[src/hdl/ecal_pkg.sv]
package ecal_pkg;

  localparam int EPOCH_W = 32;

  // Day split: t = 128 * q1 + r1, days = floor(q1 / 675).
  // q1 is biased by a multiple of 675 so the divide is unsigned.
  localparam int           U_W       = 26;
  localparam logic [25:0]  DAY_BIAS  = 26'd16777800;      // 675 * 24856
  localparam logic [26:0]  DAY_RECIP = 27'd101806633;     // ceil(2^36 / 675)
  localparam int           DAY_SH    = 36;
  localparam logic [25:0]  DAY_ODD   = 26'd675;

  // Day index (days since epoch + 24856) to days since 1900-03-01.
  localparam logic [15:0]  MARCH1900_OFS = 16'd652;
  localparam logic [16:0]  QUAD_RECIP    = 17'd91868;     // ceil(2^27 / 1461)
  localparam int           QUAD_SH       = 27;
  localparam logic [15:0]  QUAD_DAYS     = 16'd1461;
  // Weekday offset: (days + 4) mod 7 == (day index + 5) mod 7.
  localparam logic [15:0]  WD_OFS        = 16'd5;

  // Time of day.
  localparam logic [13:0]  HOUR_RECIP = 14'd9321;         // ceil(2^21 / 225)
  localparam int           HOUR_SH    = 21;
  localparam logic [16:0]  SEC_HOUR   = 17'd3600;
  localparam logic [10:0]  MIN_RECIP  = 11'd1093;         // ceil(2^14 / 15)
  localparam int           MIN_SH     = 14;
  localparam logic [11:0]  SEC_MIN    = 12'd60;

  // First day of each month in a year that starts on March 1.
  localparam logic [8:0] MONTH_START [12] = '{
    9'd0, 9'd31, 9'd61, 9'd92, 9'd122, 9'd153,
    9'd184, 9'd214, 9'd245, 9'd275, 9'd306, 9'd337
  };
  localparam logic [3:0] MP_JAN    = 4'd10;
  localparam logic [8:0] JAN1_DOY  = 9'd306;
  localparam logic [8:0] MAR1_YDAY = 9'd59;

  typedef struct packed {
    logic [15:0] day_idx;
    logic [16:0] sod;
  } ecal_split_t;

  typedef struct packed {
    logic [4:0] day_of_month;
    logic [3:0] month_index;
    logic [7:0] years_since_1900;
    logic [2:0] weekday;
    logic [8:0] year_day;
  } ecal_date_t;

  typedef struct packed {
    logic [5:0] second;
    logic [5:0] minute;
    logic [4:0] hour;
  } ecal_time_t;

  // x mod 7 by folding octal digits (8 == 1 mod 7).
  function automatic logic [2:0] mod7(input logic [15:0] x);
    logic [5:0] s1;
    logic [3:0] s2;
    logic [2:0] s3;
    s1 = 6'(x[2:0]) + 6'(x[5:3]) + 6'(x[8:6]) + 6'(x[11:9]) + 6'(x[14:12]) + 6'(x[15]);
    s2 = 4'(s1[2:0]) + 4'(s1[5:3]);
    s3 = s2[2:0] + 3'(s2[3]);
    return (s3 == 3'd7) ? 3'd0 : s3;
  endfunction

endpackage

[src/hdl/ecal_day_split.sv]
module ecal_day_split (
  input  logic                      clk,
  input  logic [31:0]               epoch_seconds,
  output ecal_pkg::ecal_split_t     split
);

  // stage 1: coarse shift and bias
  logic [25:0] u_nxt, u_r;
  logic [6:0]  r1_r;
  // stage 2: reciprocal quotient
  logic [52:0] prod;
  logic [15:0] q_nxt, q_r;
  logic [25:0] u2_r;
  logic [6:0]  r1b_r;
  // stage 3: remainder
  logic [25:0] back, r2;
  ecal_pkg::ecal_split_t split_nxt, split_r;

  assign u_nxt = {epoch_seconds[31], epoch_seconds[31:7]} + ecal_pkg::DAY_BIAS;

  assign prod  = 53'(u_r) * 53'(ecal_pkg::DAY_RECIP);
  assign q_nxt = prod[ecal_pkg::DAY_SH+15:ecal_pkg::DAY_SH];

  assign back = 26'(q_r) * ecal_pkg::DAY_ODD;
  assign r2   = u2_r - back;
  always_comb begin
    split_nxt.day_idx = q_r;
    split_nxt.sod     = {r2[9:0], r1b_r};
  end

  always_ff @(posedge clk) begin
    u_r     <= u_nxt;
    r1_r    <= epoch_seconds[6:0];
    q_r     <= q_nxt;
    u2_r    <= u_r;
    r1b_r   <= r1_r;
    split_r <= split_nxt;
  end

  assign split = split_r;

endmodule

[src/hdl/ecal_date.sv]
module ecal_date (
  input  logic                   clk,
  input  logic [15:0]            day_idx,
  output ecal_pkg::ecal_date_t   date
);

  // stage 4: four-year block
  logic [15:0] c_nxt, c_r;
  logic [32:0] qprod;
  logic [5:0]  quad_nxt, quad_r;
  logic [2:0]  wd_nxt, wd_r;
  // stage 5: year within block
  logic [15:0] doq;
  logic [1:0]  yiq;
  logic [10:0] doy_w;
  logic [8:0]  doy_nxt, doy_r;
  logic [7:0]  ys_nxt, ys_r;
  logic        leap_nxt, leap_r;
  logic [2:0]  wd5_r;
  // stage 6: month search
  logic [3:0]  mp_nxt, mp_r;
  logic [8:0]  doy6_r;
  logic [7:0]  ys6_r;
  logic        leap6_r;
  logic [2:0]  wd6_r;
  // stage 7: output
  ecal_pkg::ecal_date_t date_nxt, date_r;

  assign c_nxt    = day_idx + ecal_pkg::MARCH1900_OFS;
  assign qprod    = 33'(c_nxt) * 33'(ecal_pkg::QUAD_RECIP);
  assign quad_nxt = qprod[ecal_pkg::QUAD_SH+5:ecal_pkg::QUAD_SH];
  assign wd_nxt   = ecal_pkg::mod7(day_idx + ecal_pkg::WD_OFS);

  always_comb begin
    doq = c_r - 16'(quad_r) * ecal_pkg::QUAD_DAYS;
    if (doq >= 16'd1095)     yiq = 2'd3;
    else if (doq >= 16'd730) yiq = 2'd2;
    else if (doq >= 16'd365) yiq = 2'd1;
    else                     yiq = 2'd0;
    doy_w    = doq[10:0] - 11'(yiq) * 11'd365;
    doy_nxt  = doy_w[8:0];
    ys_nxt   = {quad_r, yiq};
    // 1900 is the only year at the start of a block that is not leap
    leap_nxt = (yiq == 2'd0) && (quad_r != 6'd0);
  end

  always_comb begin
    mp_nxt = 4'd0;
    for (int i = 1; i < 12; i++) begin
      if (doy_r >= ecal_pkg::MONTH_START[i]) mp_nxt = 4'(i);
    end
  end

  always_comb begin
    date_nxt.weekday      = wd6_r;
    date_nxt.day_of_month = 5'(doy6_r - ecal_pkg::MONTH_START[mp_r] + 9'd1);
    if (mp_r < ecal_pkg::MP_JAN) begin
      date_nxt.month_index      = mp_r + 4'd2;
      date_nxt.years_since_1900 = ys6_r;
      date_nxt.year_day         = doy6_r + ecal_pkg::MAR1_YDAY + 9'(leap6_r);
    end else begin
      date_nxt.month_index      = mp_r - ecal_pkg::MP_JAN;
      date_nxt.years_since_1900 = ys6_r + 8'd1;
      date_nxt.year_day         = doy6_r - ecal_pkg::JAN1_DOY;
    end
  end

  always_ff @(posedge clk) begin
    c_r     <= c_nxt;
    quad_r  <= quad_nxt;
    wd_r    <= wd_nxt;
    doy_r   <= doy_nxt;
    ys_r    <= ys_nxt;
    leap_r  <= leap_nxt;
    wd5_r   <= wd_r;
    mp_r    <= mp_nxt;
    doy6_r  <= doy_r;
    ys6_r   <= ys_r;
    leap6_r <= leap_r;
    wd6_r   <= wd5_r;
    date_r  <= date_nxt;
  end

  assign date = date_r;

endmodule

[src/hdl/ecal_clock.sv]
module ecal_clock (
  input  logic                   clk,
  input  logic [16:0]            sod,
  output ecal_pkg::ecal_time_t   tod
);

  // stage 4: hour
  logic [26:0] hprod;
  logic [4:0]  hour_nxt, hour_r;
  logic [16:0] sod_r;
  // stage 5: seconds within the hour
  logic [16:0] rem_w;
  logic [11:0] rem_r;
  logic [4:0]  hour5_r;
  // stage 6: minute
  logic [20:0] mprod;
  logic [5:0]  min_nxt, min_r;
  logic [11:0] rem6_r;
  logic [4:0]  hour6_r;
  // stage 7: output
  logic [11:0] sec_w;
  ecal_pkg::ecal_time_t tod_nxt, tod_r;

  assign hprod    = 27'(sod[16:4]) * 27'(ecal_pkg::HOUR_RECIP);
  assign hour_nxt = hprod[ecal_pkg::HOUR_SH+4:ecal_pkg::HOUR_SH];

  assign rem_w = sod_r - 17'(hour_r) * ecal_pkg::SEC_HOUR;

  assign mprod   = 21'(rem_r[11:2]) * 21'(ecal_pkg::MIN_RECIP);
  assign min_nxt = mprod[ecal_pkg::MIN_SH+5:ecal_pkg::MIN_SH];

  assign sec_w = rem6_r - 12'(min_r) * ecal_pkg::SEC_MIN;
  always_comb begin
    tod_nxt.second = sec_w[5:0];
    tod_nxt.minute = min_r;
    tod_nxt.hour   = hour6_r;
  end

  always_ff @(posedge clk) begin
    hour_r  <= hour_nxt;
    sod_r   <= sod;
    rem_r   <= rem_w[11:0];
    hour5_r <= hour_r;
    min_r   <= min_nxt;
    rem6_r  <= rem_r;
    hour6_r <= hour5_r;
    tod_r   <= tod_nxt;
  end

  assign tod = tod_r;

endmodule

[src/hdl/epoch_seconds_to_calendar.sv]
// Channel   Ports                         Direction  Transaction
// input     start, busy, in_epoch_seconds in         start && !busy at a rising edge
// result    out_valid, out_*              out        out_valid for one cycle, always taken
//
// One transaction per cycle, back to back; busy is never raised.
// 3 stages split seconds into day index and second of
// day, then 4 stages in parallel build the date and the time of day.
// Each stage holds about one constant multiply with a subtract or compare.
// Reset (rst_n, synchronous) clears only the valid pipeline.
// The receiver cannot stall; results leave in the order they were accepted.
module epoch_seconds_to_calendar (
  input  logic        clk,
  input  logic        rst_n,
  input  logic        start,
  output logic        busy,
  input  logic [31:0] in_epoch_seconds,
  output logic        out_valid,
  output logic [5:0]  out_second,
  output logic [5:0]  out_minute,
  output logic [4:0]  out_hour,
  output logic [4:0]  out_day_of_month,
  output logic [3:0]  out_month_index,
  output logic [7:0]  out_years_since_1900,
  output logic [2:0]  out_weekday,
  output logic [8:0]  out_year_day
);

  localparam int LAT = 7;

  logic                   accept;
  logic [LAT-1:0]         vld_nxt, vld_r;
  ecal_pkg::ecal_split_t  split;
  ecal_pkg::ecal_date_t   date;
  ecal_pkg::ecal_time_t   tod;

  // Fully pipelined: a new transaction can enter every cycle.
  assign busy   = 1'b0;
  assign accept = start && !busy;

  // Valid bit follows its data through the seven register stages.
  assign vld_nxt = {vld_r[LAT-2:0], accept};

  always_ff @(posedge clk) begin
    if (!rst_n) begin
      vld_r <= '0;
    end else begin
      vld_r <= vld_nxt;
    end
  end

  // Stages 1-3: floor division by 86400.
  ecal_day_split u_split (
    .clk           (clk),
    .epoch_seconds (in_epoch_seconds),
    .split         (split)
  );

  // Stages 4-7: four-year block, year, month, day, weekday.
  ecal_date u_date (
    .clk     (clk),
    .day_idx (split.day_idx),
    .date    (date)
  );

  // Stages 4-7: hour, minute, second.
  ecal_clock u_clock (
    .clk (clk),
    .sod (split.sod),
    .tod (tod)
  );

  assign out_valid            = vld_r[LAT-1];
  assign out_second           = tod.second;
  assign out_minute           = tod.minute;
  assign out_hour             = tod.hour;
  assign out_day_of_month     = date.day_of_month;
  assign out_month_index      = date.month_index;
  assign out_years_since_1900 = date.years_since_1900;
  assign out_weekday          = date.weekday;
  assign out_year_day         = date.year_day;

endmodule

[config.mk]
export PLATFORM = sky130hd
export DESIGN_NAME = epoch_seconds_to_calendar
export DESIGN_NICKNAME = d
export VERILOG_FILES = /design/src/hdl/ecal_pkg.sv /design/src/hdl/ecal_day_split.sv /design/src/hdl/ecal_date.sv /design/src/hdl/ecal_clock.sv /design/src/hdl/epoch_seconds_to_calendar.sv
export SDC_FILE = /design/constraint.sdc
export NUM_CORES = 2
export LEC_CHECK = 0
export BUFFER_PORTS_ARGS = -buffer_cell sky130_fd_sc_hd__buf_2
export CAP_MARGIN = 20
export CELL_PAD_IN_SITES_DETAIL_PLACEMENT = 0
export CELL_PAD_IN_SITES_GLOBAL_PLACEMENT = 2
export CORE_UTILIZATION = 47
export DETAILED_ROUTE_END_ITERATION = 8
export PLACE_DENSITY_LB_ADDON = 0.1
export SLEW_MARGIN = 5
export SYNTH_ARGS = -nofsm -noshare
export SYNTH_HDL_FRONTEND = slang
export SYNTH_SLANG_ARGS = --single-unit
[constraint.sdc]
create_clock -name clk -period 16.6 [get_ports clk]
set_clock_uncertainty 0.15 [all_clocks]
set_input_delay 3.32 -clock clk [delete_from_list [all_inputs] [get_ports clk]]
set_output_delay 3.32 -clock clk [all_outputs]
set_load 0.02 [all_outputs]
==> metrics.txt <==
outcome=finished, final reports clean; Crit Path Category=reg2reg; max_cap viols=0; FFs w/ async S/R, synth=0%; Clock Latency Late Sink=0.56 ns; most common cell in the netlist=inv_1; Post-DP HPWL=51.67 mm; first-pass detailed-route iteration total=5; WL/cell=16.05 um; FF-to-FF path depth=28; Overall Global Routing Usage=20.27%; slew margin rel.=23.69%; post-CTS resize count=0; io pins=83; root buf cell=clkbuf_16; hold path endpoint=u_split.split[4]$_DFF_P_; CP startpoint kind=flop; R2R Setup Slk=8.72 ns; setup violators final=0; hold buffer count at CTS=0; Worst R2R Start=u_split.split[19]$_DFF_P_; drt via density=4.873; TNS Setup=0 ns; Place WS=8.817 ns; Highest Clock Rate=126.9 MHz; clk sink count=274; Horiz. Die Dim=251.4 um; Net Count, Synth=3,894; Crit. Startpoint=u_split.split[19]$_DFF_P_; clock-pin transition on the worst setup and hold timing paths=0.05 ns; Arrival @ worst endpoint=8.22 ns; CTS max path bufs=3; Area growth, synth to finish=8.974%; slowest CP cell=xor2_1; largest cells by area after synthesis=ha_1 29%, fa_1 26%, dfxtp_1 19%; RSZ-0062 raised after global routing=no; GPL Wtd Cong=0.8427; Cell Area, Synth=29,240 um^2; min Tclk post-route=7.882 ns; placed inst area=30,650 um^2; post-route cell area=31,860 um^2; Initial Utilization=47.46%; Hold Startpoint=u_split.r1b_r[4]$_DFF_P_; worst-path fanout max=9; final slew viol count=0; overflow left after global routing=0; most frequent cells after synthesis=693 x inv_1, 667 x ha_1, 374 x fa_1; drt drc=0; Inserted Clock Buffers=36; Avg Cell Area, Syn=10.38 um^2; area leader, netlist=ha_1; Hold Crit Depth=0; share of cells above drive strength 1=6.197%; Yosys reg bits=274; R2R Path End=u_date.quad_r[5]$_DFF_P_; post-CTS setup buffers=0; EDFF count, synth=0; sequential area share after synthesis=18.76%; crit path setup slack, layout=8.718 ns; ant diodes=0; DR iter-0 viols=613; DRT Wirelength=60.84 mm; largest net degree at the start of global routing=17; initial antenna violation count=0; WHS=0.1664 ns; area of the die=63,210 um^2; Tightest Pin Transition=1.130 ns; H-tree depth=2; Detail Route Antenna Nets=0; CTS tree=built; final hold viol count=0; IO Port Bufs=81; Mapped Cells=2,818; kind of end point of the critical path=flop; crit-path max cell delay=0.65 ns; post-synth top area share=28.54%; core area=61,600 um^2; Die Y=251.4 um; first-pass GRT wire length=101.2 mm; Yosys warning count=0; Tcrit/Tclk final=47.48%; final layout net count=4,001; Hold Crit Class=reg2reg; Worst EP required=16.93 ns; Yosys cell types=93; row cnt=91; vias in the first global route=19,960; Vias=18,470; top_reg_cell synth=dfxtp_1
critical path, delay by kind of cell, from the launching register on:
| family | cells | cell delay, ns |
|---|---|---|
| adders and majority gates | 8 | 3.63 |
| DFF | 1 | 0.38 |
| xor gates and xnor gates | 2 | 0.79 |
| buffers and inverters | 6 | 0.80 |
| and+or+nand+nor | 3 | 0.35 |
| AOI/OAI and AO/OA | 9 | 1.71 |
cell families after synthesis:
logic type / count (synthesis) / synth area share (%)
AND/OR/NAND/NOR: 302 / 5.255
multiplexers: 8 / 0.2825
other: 1 / 0.01283
XOR/XNOR: 171 / 5.148
buffers and inverters: 715 / 9.278
adder cells (fa/ha/maj): 1042 / 54.19
flip-flops: 274 / 18.76
AO/OA/AOI/OAI: 305 / 7.074
per-stage QoR:
stage,util [%],instances
2_1_floorplan,-,2818
3_3_place_gp,49.75,3724
3_5_place_dp,49.75,3724
4_1_cts,51.72,3790
5_1_grt,51.72,3790
6_report,51.72,3790
state kept, by name (all words and copies together) (netlist names), 12 cells and up:
name and flops:
u_date.c_r 16, u_clock.rem_r 12, u_split.split 33, u_clock.tod 17
u_split.u_r 26, u_date.date 29, u_split.q_r 16, u_clock.sod_r 12
area by class of cell:
type                    instances  area (um^2)
inverters                     695         2609
flip-flops and latches        274         5485
well taps                     837         1047
clock inverters                26        279.0
repair buffers                 89        465.4
multi-input cells            1829        21040
clock buffers                  40        935.9
fillers                      5659        29740
how the worst max path moves through the flow:
stage / end / slack [ns]
finish: u_date.quad_r[5]$_DFF_P_ / 8.72
global route: u_date.quad_r[5]$_DFF_P_ / 8.23
CTS: u_date.quad_r[5]$_DFF_P_ / 8.74
detailed placement: u_date.quad_r[5]$_DFF_P_ / 8.82
global placement: u_date.quad_r[5]$_DFF_P_ / 9.05
floorplan: u_date.quad_r[5]$_DFF_P_ / 9.63
cells in the final DEF, fill, tap and decap left out, types with 14 or more instances in the layout:
| cell | n |
|---|---|
| buf_2 | 81 |
| nor2_1 | 79 |
| fa_1 | 374 |
| a21o_1 | 45 |
| dfxtp_1 | 274 |
| inv_1 | 693 |
| nand2_1 | 69 |
| nand3_1 | 25 |
| nor3_1 | 21 |
| a21oi_1 | 96 |
| ha_1 | 667 |
| o21ai_0 | 49 |
| nand4_1 | 17 |
| xnor2_1 | 121 |
| clkbuf_16 | 36 |
| nor2b_1 | 18 |
| o21a_1 | 14 |
| xor2_1 | 49 |
layer usage:
layer  part of all wire [%]  GRT usage (%)  up-vias
met5                      0              0        -
met4                    2.3          5.418        0
met3                    2.7          2.796       80
met2                     48          35.06      203
met1                     47          26.50     8938
li1                       -              -     9246
Power is not shown: default switching activity piles up to over one toggle a cycle in this logic, so the estimate is an artifact.
